File: src/rtl/iesd_pkg.sv
// Shared types and constants for the input event stream decoder.
// Holds the operation codes, stream opcodes, report kinds and reset values.
// No dependencies.
package iesd_pkg;

  // Operation carried by each input beat.
  typedef logic [1:0] op_t;
  localparam op_t OP_BYTE = 2'd0;
  localparam op_t OP_TICK = 2'd1;
  localparam op_t OP_POLL = 2'd2;

  // Stream opcodes, as the low three bits of bytes 0xE1 to 0xE7.
  typedef logic [2:0] opcode_t;
  localparam opcode_t OPC_KEY      = 3'd1;
  localparam opcode_t OPC_TOUCH    = 3'd2;
  localparam opcode_t OPC_TOUCH_UP = 3'd3;
  localparam opcode_t OPC_HOME     = 3'd4;
  localparam opcode_t OPC_GPS      = 3'd5;
  localparam opcode_t OPC_SENSOR   = 3'd6;
  localparam opcode_t OPC_BATTERY  = 3'd7;

  localparam logic [7:0] OPC_BYTE_FIRST = 8'hE1;
  localparam logic [7:0] OPC_BYTE_LAST  = 8'hE7;

  // Key numbers in a key event.
  localparam logic [7:0] KEY_BOOT = 8'd1;
  localparam logic [7:0] KEY_SIDE = 8'd2;

  // Report kinds.
  typedef logic [1:0] kind_t;
  localparam kind_t EV_NONE    = 2'd0;
  localparam kind_t EV_GPS     = 2'd1;
  localparam kind_t EV_SENSOR  = 2'd2;
  localparam kind_t EV_BATTERY = 2'd3;

  // Sensor values that mean "not measured".
  localparam logic [7:0]  ABSENT_U8  = 8'hFF;
  localparam logic [15:0] ABSENT_U16 = 16'hFFFF;

  // Reset value of the minimum key hold.
  localparam logic [15:0] MIN_HOLD_RESET = 16'd250;

endpackage

File: src/rtl/input_event_stream_decoder.sv
// Input event stream decoder: parses opcode-led event bytes, keeps key,
// touch and home state, and reports one result beat per input beat.
// Depends on iesd_pkg.
//
// Usage:
//   The input channel (in_valid/in_ready) carries one beat per operation:
//   a stream byte, a one millisecond tick, or a poll that reports and then
//   clears the pending home press. Every accepted input beat yields exactly
//   one result beat on the out_ channel, carrying the current key, touch
//   and home status together with any GPS byte, sensor or battery report
//   that the beat completed.
//   Each result is registered and valid after the edge that accepts its
//   beat. Throughput is one beat per cycle unless the receiver stalls, set
//   by the single result register; parser and key timers are combinational.
//   If the receiver stalls, the result register holds its beat and the
//   input stays ready only when that beat is taken in the same cycle.
//   The cfg_ channel writes the minimum key hold in milliseconds; it is
//   always ready and should be written only while no beat is in flight.
//   Reset (rst_n low, synchronous) returns the parser to idle, clears all
//   key, touch and home state and the time base, sets the minimum hold to
//   250 ms, and empties the result register.
module input_event_stream_decoder #(
  parameter int TIME_BITS = 32
) (
  input  logic                 clk,
  input  logic                 rst_n,

  input  logic                 in_valid,
  output logic                 in_ready,
  input  iesd_pkg::op_t        in_op,
  input  logic [7:0]           in_data_byte,

  output logic                 out_valid,
  input  logic                 out_ready,
  output iesd_pkg::kind_t      out_event_kind,
  output logic [7:0]           out_value_a,
  output logic [15:0]          out_value_b,
  output logic [7:0]           out_value_c,
  output logic [2:0]           out_present_mask,
  output logic                 out_boot_down,
  output logic                 out_side_down,
  output logic                 out_touch_down,
  output logic signed [15:0]   out_touch_x,
  output logic signed [15:0]   out_touch_y,
  output logic                 out_home_press,

  input  logic                 cfg_valid,
  output logic                 cfg_ready,
  input  logic [15:0]          cfg_min_hold_ms
);

  import iesd_pkg::*;

  // Parser phase.
  typedef enum logic [1:0] {
    PH_IDLE,
    PH_PAYLOAD,
    PH_GPSLEN,
    PH_GPSDATA
  } phase_t;

  // Handshake.
  logic in_accept;

  // Configuration.
  logic [15:0] min_hold_r;

  // Parser state.
  phase_t      phase_r, phase_nxt;
  opcode_t     opc_r, opc_nxt;
  logic [1:0]  bs_r, bs_nxt;          // payload bytes already taken
  logic [31:0] shift_r, shift_nxt;    // payload bytes, little endian
  logic [7:0]  gps_rem_r, gps_rem_nxt;
  logic [31:0] word;                  // payload including the current byte
  logic [1:0]  last_idx;
  logic        byte_is_opc;

  // Touch and home state.
  logic               touch_dn_r, touch_dn_nxt;
  logic signed [15:0] tx_r, tx_nxt;
  logic signed [15:0] ty_r, ty_nxt;
  logic               home_r, home_nxt;
  logic               home_set;
  logic               home_rep;

  // Key state. Index 0 is the boot key, index 1 the side key.
  // held counts milliseconds since the last press; marg counts milliseconds
  // past the scheduled release time and goes non-negative when it is due.
  logic                 tick;
  logic [1:0]           key_hit;
  logic                 key_dn;
  logic [1:0]           pressed_r, pressed_nxt;
  logic [1:0]           pend_r, pend_nxt;
  logic [TIME_BITS-1:0] held_r [2];
  logic [TIME_BITS-1:0] held_nxt [2];
  logic [TIME_BITS-1:0] marg_r [2];
  logic [TIME_BITS-1:0] marg_nxt [2];
  logic [TIME_BITS:0]   hold_diff [2];
  logic [TIME_BITS:0]   min_hold_ext;

  // Result register.
  logic        out_valid_r;
  kind_t       kind_r, kind_nxt;
  logic [7:0]  va_r, va_nxt;
  logic [15:0] vb_r, vb_nxt;
  logic [7:0]  vc_r, vc_nxt;
  logic [2:0]  mask_r, mask_nxt;
  logic        boot_r, side_r;
  logic        touch_o_r;
  logic signed [15:0] tx_o_r, ty_o_r;
  logic        home_o_r;

  // A new beat is taken whenever the result register is empty or drains
  // in this same cycle.
  assign in_ready  = !out_valid_r || out_ready;
  assign in_accept = in_valid && in_ready;
  assign cfg_ready = 1'b1;

  assign tick         = (in_op == OP_TICK);
  assign byte_is_opc  = (in_data_byte >= OPC_BYTE_FIRST) && (in_data_byte <= OPC_BYTE_LAST);
  assign min_hold_ext = (TIME_BITS + 1)'(min_hold_r);

  // Key and battery events carry two payload bytes, touch and sensor four.
  assign last_idx = ((opc_r == OPC_TOUCH) || (opc_r == OPC_SENSOR)) ? 2'd3 : 2'd1;

  // Parser, touch and report decode.
  always_comb begin
    phase_nxt    = phase_r;
    opc_nxt      = opc_r;
    bs_nxt       = bs_r;
    shift_nxt    = shift_r;
    gps_rem_nxt  = gps_rem_r;
    touch_dn_nxt = touch_dn_r;
    tx_nxt       = tx_r;
    ty_nxt       = ty_r;
    home_set     = 1'b0;
    key_hit      = 2'b00;
    key_dn       = 1'b0;
    kind_nxt     = EV_NONE;
    va_nxt       = 8'd0;
    vb_nxt       = 16'd0;
    vc_nxt       = 8'd0;
    mask_nxt     = 3'd0;

    word = shift_r;
    word[{bs_r, 3'b000} +: 8] = in_data_byte;

    if (in_op == OP_BYTE) begin
      unique case (phase_r)
        PH_IDLE: begin
          // Bytes other than a known opcode are dropped here, which is how
          // the parser regains sync after a corrupted event.
          if (byte_is_opc) begin
            opc_nxt   = in_data_byte[2:0];
            bs_nxt    = 2'd0;
            shift_nxt = 32'd0;
            unique case (in_data_byte[2:0])
              OPC_TOUCH_UP: touch_dn_nxt = 1'b0;
              OPC_HOME:     home_set     = 1'b1;
              OPC_GPS:      phase_nxt    = PH_GPSLEN;
              default:      phase_nxt    = PH_PAYLOAD;
            endcase
          end
        end
        PH_GPSLEN: begin
          gps_rem_nxt = in_data_byte;
          phase_nxt   = (in_data_byte == 8'd0) ? PH_IDLE : PH_GPSDATA;
        end
        PH_GPSDATA: begin
          kind_nxt    = EV_GPS;
          va_nxt      = in_data_byte;
          gps_rem_nxt = gps_rem_r - 8'd1;
          if (gps_rem_r == 8'd1) begin
            phase_nxt = PH_IDLE;
          end
        end
        PH_PAYLOAD: begin
          shift_nxt = word;
          bs_nxt    = bs_r + 2'd1;
          if (bs_r == last_idx) begin
            phase_nxt = PH_IDLE;
            bs_nxt    = 2'd0;
            shift_nxt = 32'd0;
            unique case (opc_r)
              OPC_KEY: begin
                key_dn = (word[15:8] != 8'd0);
                if (word[7:0] == KEY_BOOT) begin
                  key_hit[0] = 1'b1;
                end else if (word[7:0] == KEY_SIDE) begin
                  key_hit[1] = 1'b1;
                end
              end
              OPC_TOUCH: begin
                tx_nxt       = signed'(word[15:0]);
                ty_nxt       = signed'(word[31:16]);
                touch_dn_nxt = 1'b1;
              end
              OPC_SENSOR: begin
                kind_nxt = EV_SENSOR;
                if (word[7:0] != ABSENT_U8) begin
                  va_nxt      = word[7:0];
                  mask_nxt[0] = 1'b1;
                end
                if (word[23:8] != ABSENT_U16) begin
                  vb_nxt      = word[23:8];
                  mask_nxt[1] = 1'b1;
                end
                if (word[31:24] != ABSENT_U8) begin
                  vc_nxt      = word[31:24];
                  mask_nxt[2] = 1'b1;
                end
              end
              OPC_BATTERY: begin
                kind_nxt = EV_BATTERY;
                va_nxt   = word[7:0];
                vb_nxt   = {15'd0, (word[15:8] != 8'd0)};
              end
              default: ;
            endcase
          end
        end
      endcase
    end
  end

  // Home flag: a poll reports the flag, including a press set by this same
  // beat, and then clears it.
  assign home_rep = home_r || home_set;
  assign home_nxt = (in_op == OP_POLL) ? 1'b0 : home_rep;

  // Key hold logic. A release that comes before the minimum hold is turned
  // into a pending release; the level is resolved after this beat's update.
  always_comb begin
    for (int k = 0; k < 2; k++) begin
      held_nxt[k]    = held_r[k] + TIME_BITS'(tick);
      marg_nxt[k]    = marg_r[k] + TIME_BITS'(tick);
      pressed_nxt[k] = pressed_r[k];
      pend_nxt[k]    = pend_r[k];
      // Top bit set means the key has been held less than the minimum.
      hold_diff[k]   = {1'b0, held_r[k]} - min_hold_ext;

      if (key_hit[k]) begin
        if (key_dn) begin
          pressed_nxt[k] = 1'b1;
          held_nxt[k]    = '0;
          pend_nxt[k]    = 1'b0;
        end else if (pressed_r[k]) begin
          if (!hold_diff[k][TIME_BITS]) begin
            pressed_nxt[k] = 1'b0;
            pend_nxt[k]    = 1'b0;
          end else begin
            pend_nxt[k] = 1'b1;
            marg_nxt[k] = hold_diff[k][TIME_BITS-1:0];
          end
        end
      end

      if (pressed_nxt[k] && pend_nxt[k] && !marg_nxt[k][TIME_BITS-1]) begin
        pressed_nxt[k] = 1'b0;
        pend_nxt[k]    = 1'b0;
      end
    end
  end

  // State and result register.
  always_ff @(posedge clk) begin
    if (!rst_n) begin
      min_hold_r  <= MIN_HOLD_RESET;
      phase_r     <= PH_IDLE;
      opc_r       <= '0;
      bs_r        <= '0;
      shift_r     <= '0;
      gps_rem_r   <= '0;
      touch_dn_r  <= 1'b0;
      tx_r        <= '0;
      ty_r        <= '0;
      home_r      <= 1'b0;
      pressed_r   <= '0;
      pend_r      <= '0;
      for (int k = 0; k < 2; k++) begin
        held_r[k] <= '0;
        marg_r[k] <= '0;
      end
      out_valid_r <= 1'b0;
    end else begin
      if (cfg_valid && cfg_ready) begin
        min_hold_r <= cfg_min_hold_ms;
      end
      if (in_accept) begin
        phase_r    <= phase_nxt;
        opc_r      <= opc_nxt;
        bs_r       <= bs_nxt;
        shift_r    <= shift_nxt;
        gps_rem_r  <= gps_rem_nxt;
        touch_dn_r <= touch_dn_nxt;
        tx_r       <= tx_nxt;
        ty_r       <= ty_nxt;
        home_r     <= home_nxt;
        pressed_r  <= pressed_nxt;
        pend_r     <= pend_nxt;
        for (int k = 0; k < 2; k++) begin
          held_r[k] <= held_nxt[k];
          marg_r[k] <= marg_nxt[k];
        end
        out_valid_r <= 1'b1;
      end else if (out_ready) begin
        out_valid_r <= 1'b0;
      end
    end
  end

  // Result payload needs no reset; it is qualified by out_valid.
  always_ff @(posedge clk) begin
    if (in_accept) begin
      kind_r    <= kind_nxt;
      va_r      <= va_nxt;
      vb_r      <= vb_nxt;
      vc_r      <= vc_nxt;
      mask_r    <= mask_nxt;
      boot_r    <= pressed_nxt[0];
      side_r    <= pressed_nxt[1];
      touch_o_r <= touch_dn_nxt;
      tx_o_r    <= tx_nxt;
      ty_o_r    <= ty_nxt;
      home_o_r  <= home_rep;
    end
  end

  assign out_valid        = out_valid_r;
  assign out_event_kind   = kind_r;
  assign out_value_a      = va_r;
  assign out_value_b      = vb_r;
  assign out_value_c      = vc_r;
  assign out_present_mask = mask_r;
  assign out_boot_down    = boot_r;
  assign out_side_down    = side_r;
  assign out_touch_down   = touch_o_r;
  assign out_touch_x      = tx_o_r;
  assign out_touch_y      = ty_o_r;
  assign out_home_press   = home_o_r;

endmodule

File: config.mk
export PLATFORM = sky130hd
export DESIGN_NAME = input_event_stream_decoder
export DESIGN_NICKNAME = d
export VERILOG_FILES = /design/src/rtl/iesd_pkg.sv /design/src/rtl/input_event_stream_decoder.sv
export SDC_FILE = /design/constraint.sdc
export NUM_CORES = 1
export LEC_CHECK = 0
export BUFFER_PORTS_ARGS = -buffer_cell sky130_fd_sc_hd__buf_2
export CORE_ASPECT_RATIO = 0.75
export CORE_MARGIN = 3
export CORE_UTILIZATION = 66
export DETAILED_ROUTE_END_ITERATION = 10
export GPL_TIMING_DRIVEN = 1
export PLACE_DENSITY = 0.83
export SLEW_MARGIN = 20
export SYNTH_ARGS = -nofsm -noshare
export SYNTH_HDL_FRONTEND = slang
export SYNTH_SLANG_ARGS = --single-unit
File: constraint.sdc
create_clock -name clk -period 14.65 [get_ports clk]
set_input_delay 2.93 -clock clk [delete_from_list [all_inputs] [get_ports clk]]
set_output_delay 2.93 -clock clk [all_outputs]
set_load 0.005 [all_outputs]
# == Word-level counts from Yosys, hierarchy flattened ==
# Memories as Yosys holds them, arrays and structs flattened.
# Cells that the tools add are included.
# Widths: inputs -> output; s select.
# word_totals
wordCells,190
mem_count,2
inputBits,31
register_bits,175
mem_bits_rw,128
# classes
n_mux,97
n_addsub,9
reduce_logical,27
order_cmp,2
shift,2
eq_ne,23
bitwise,4
# memory_table
memory,words,width,rd,rd_ports_with_merged_regs,write_ports,line,rtl
held_r,2,32,2,0,2,input_event_stream_decoder.sv:94,logic [TIME_BITS-1:0] held_r [2];
marg_r,2,32,2,0,2,input_event_stream_decoder.sv:96,logic [TIME_BITS-1:0] marg_r [2];
# ops
op,n
$mux 32,18
$mux 16,9
$add 32x1->32,4
$sub 32x16->33,2
$pmux 32 s2,1
$pmux 8 s2,3
$mux 1,44
$bwmux 32,1
$pmux 16 s2,1
$shift 8x7->32 const A,1
$shiftx 8x7->32,1
$mux 2,12
$eq 8x1->1 const B,2
$mux 8,2
$ne 16x16->1 const B,1
$ne 8x8->1 const B,2
$pmux 2 s2,4
$eq 3x3->1 const B,4
$reduce_and 4->1,3
$eq 8x2->1 const B,1
$ge 8x8->1 const B,1
$le 8x8->1 const B,1
$logic_not 8->1,1
$ne 2x2->1 const B,4
other kinds (21),41

# == Depth between registers and ports, before layout ==
# depth
ltp_word,14
ltp_mapped,13

# == Worst setup path after synthesis ==
# No wires, ideal clock.
# synth_timing
kind,input -> register
start,in out_ready
end,mem held_r[0][0] (enable)
stages,5
setup_time_ns,1.108
setup_slack_ns,7.600
arrival_time_ns,5.942
cell_sequence,nand2b_1 > nand2_1 > clkbuf_1 > buf_1 > nand2_1
# synth_rtl
element,line,rtl
start: declaration,input_event_stream_decoder.sv:34,"input logic out_ready,"
end: declaration,input_event_stream_decoder.sv:94,

# == Worst setup path after layout ==
# layout_timing
start,in out_ready
end,out in_ready
# layout_via
elab_chain_cells,1
# layout_rtl
element,line,rtl
$logic_or 1x1->1,input_event_stream_decoder.sv:115,assign in_ready = !out_valid_r || out_ready;
end: declaration,input_event_stream_decoder.sv:29,"output logic in_ready,"
# No other way between the ends.

==> flow_metrics.py <==
metrics = {
    "flow_run": {
        "cap_viol_max_count": 0,
    },
    "placed_design": {
        "dp_hpwl_mm": 27.0,
        "gp_congestion": 0.905,
        "port_buffers": 105,
        "dp.cells": 2086,
        "place_ws_ns": 8.38,
        "placed_cell_area_mm2": 0.0172,
    },
    "yosys": {
        "synth_area_leader_cell": "edfxtp_1",
        "yosysSeqAreaShare_pct": 48.8,
        "yosysMostFrequentCell": "nand2_1",
        "synthTopCellsByArea": "edfxtp_1, dfxtp_1, nand2_1",
        "synth_cells": 1725,
        "synth-edff-count": 201,
        "yosysWarnings": 0,
        "ys_ff_latch": 303,
        "syn-cell-area_mm2": 0.0165,
        "synth_area_per_cell_um2": 9.59,
        "async_reset_ff_share_pct": 0,
        "synth_top_area_share_pct": 36.5,
        "synthFlopType": "edfxtp_1",
        "synth_nets": 1804,
        "synth_common_cells": "nand2_1, edfxtp_1, nor2_1",
        "yosysUniqueCellTypes": 82,
    },
    "routing": {
        "avgRoutedWirePerCell_um": 18.5,
        "firstDrtPassIters": 7,
        "drt_wl_total_mm": 39.6,
        "drc": 0,
        "drtAntennaViolNets": 0,
        "dr.first_iter.drc_count": 1507,
        "vias_per_cell": 6.16,
        "vias": 13175,
    },
    "setup_path": {
        "path_class": "in -> out",
        "cp-start-kind": "primary input",
        "cp.arrival_ns": 3.34,
        "cp_max_fo": 4,
        "critPathRequiredTime_ns": 11.72,
        "end_kind": "output port",
        "r2r_cells": 10,
    },
    "layout": {
        "num_antenna_cells": 0,
        "stdcell_count": 2138,
        "drive_gt1_share_pct": 11.1,
        "fin_nets": 1864,
        "post-route-util_pct": 74.6,
        "final_cell_area_mm2": 0.0181,
        "area_growth_pct": 9.40,
        "nFillCells": 1716,
    },
    "cts": {
        "insertion_delay_ns": 0.55,
        "htreeDepth": 1,
        "clkSlewWorstSetupHoldPaths_ns": 0.06,
        "clkSinkCount": 303,
        "cts_tree": "done",
        "cts_buffers": 28,
        "clockRootBuffer": "clkbuf_16",
        "cts_resized": 0,
        "holdBufCountCts": 0,
        "cts.path.max_buffers": 3,
        "post-cts-setup-buffers": 0,
    },
    "worst_hold_path": {
        "hp-class": "reg -> reg",
        "min_path_cells": 2,
    },
    "timing": {
        "setup_viol": 0,
        "holdWs_ns": 0.467,
        "skew_ns": 0.0130,
        "drv_slew": 0,
        "tns_ns": 0,
        "hold_violations": 0,
        "tightest_slew_ns": 1.07,
        "relSlewSlack_pct": 27.9,
        "layout_setup_ws_ns": 8.38,
        "grt_setup_unrepaired": "false",
        "timing.final.crit_share_pct": 42.8,
        "period_needed_ns": 6.27,
        "fmax_mhz": 159,
    },
    "floorplanning": {
        "die_area_mm2": 0.0270,
        "die_height_um": 143,
        "start_util_pct": 68.2,
        "die_x_um": 189,
        "ios": 107,
        "core_area_mm2": 0.0243,
        "num_rows": 49,
    },
    "global_route": {
        "grt_max_degree": 106,
        "antenna_found_initial": 0,
        "grt_first_pass_wirelength_mm": 63.0,
        "grt_overflow": 0,
        "grt_pass1_vias": 12230,
        "gr-usage-all-layers_pct": 28.7,
    },
    "run_status": {
        "status": "complete, no violations",
    },
    "power_and_ir_drop": {
        "power_mw": 1.92,
        "ir_worst_vdd_v": 0.0000873,
        "power_leakage_nw": 6.46,
        "power_density_mw_per_mm2": 106,
    },
}
-- power breakdown --
| group | switching [mW] | internal, mW | leakage, nW | total [mW] |
|---|---|---|---|---|
| clock network | 0.314 | 0.412 | 0.449 | 0.726 |
| logic | 0.130 | 0.0761 | 3.06 | 0.206 |
| registers | 0.0342 | 0.953 | 2.96 | 0.987 |
-- placed cells by master (no fill, tap or decap), types with 15 or more instances in the layout --
cell type,Yosys,final
ha_1,46,46
and3_1,34,34
a31oi_1,21,21
nand4_1,29,29
inv_1,42,42
mux2i_1,15,15
a211oi_1,28,28
a21oi_1,128,128
o21ai_0,63,63
xnor2_1,65,65
nand3_1,52,51
nor2_1,187,187
nand2_1,205,203
dfxtp_1,102,102
nor4_1,16,16
nor2b_1,92,92
buf_2,12,105
xor2_1,86,86
nor3_1,49,49
edfxtp_1,201,201
clkbuf_16,0,29
a21boi_0,37,37
-- worst paths after layout --
| path | startpoint | endpoint | slack [ns] |
|---|---|---|---|
| worst max-delay path | out_ready | in_ready | 8.38 |
| worst min-delay path | tx_r[10] | tx_r[10] | 0.47 |
| worst max register to register | bs_r[0] | marg_r[0][9] | 10.14 |
| worst min register to register | tx_r[10] | tx_r[10] | 0.47 |
-- registers in the layout, summed over array words and instances, names as in the netlist, 3 cells and up --
signal / cells
out_value_a: 8
out_touch_y: 16
out_touch_x: 16
out_value_b: 16
marg_r: 64
opc_r: 3
ty_r: 16
gps_rem_r: 8
min_hold_r: 16
shift_r: 32
held_r: 64
tx_r: 16
out_present_mask: 3
out_value_c: 8
-- worst max-delay path, cell delays in order --
cell      delay, ns
buf_2          0.10
nand2b_1       0.17
buf_2          0.14
-- cells by family after synthesis --
group	Yosys count	share of synthesized area (%)
simple gates	724	21.5
xor+xnor	151	7.99
mux	15	0.907
buf+inv	128	3.46
compound gates	355	13.6
other cells	1	0.0227
flops	303	48.8
fa+ha+maj	48	3.72
-- layout make-up --
class | instances | area (µm²) | area share (%)
Clock buffer | 42 | 835 | 4.61
Clock inverter | 10 | 87.6 | 0.484
Tap cell | 331 | 414 | 2.29
Inverter | 43 | 164 | 0.905
Timing Repair Buffer | 115 | 601 | 3.32
Multi-Input combinational cell | 1294 | 7920 | 43.8
Sequential cell | 303 | 8080 | 44.6
-- per-layer routing --
metal  global-route usage (%)  vias to the layer above  routed length [µm]
li1                         -                     6247                   -
met1                     42.6                     6230               17900
met3                     7.29                       62                4030
met5                        0                        -                   0
met4                     6.46                        0                 707
met2                     42.8                      636               17000
No activity file was read; power rests on OpenSTA's default activity.
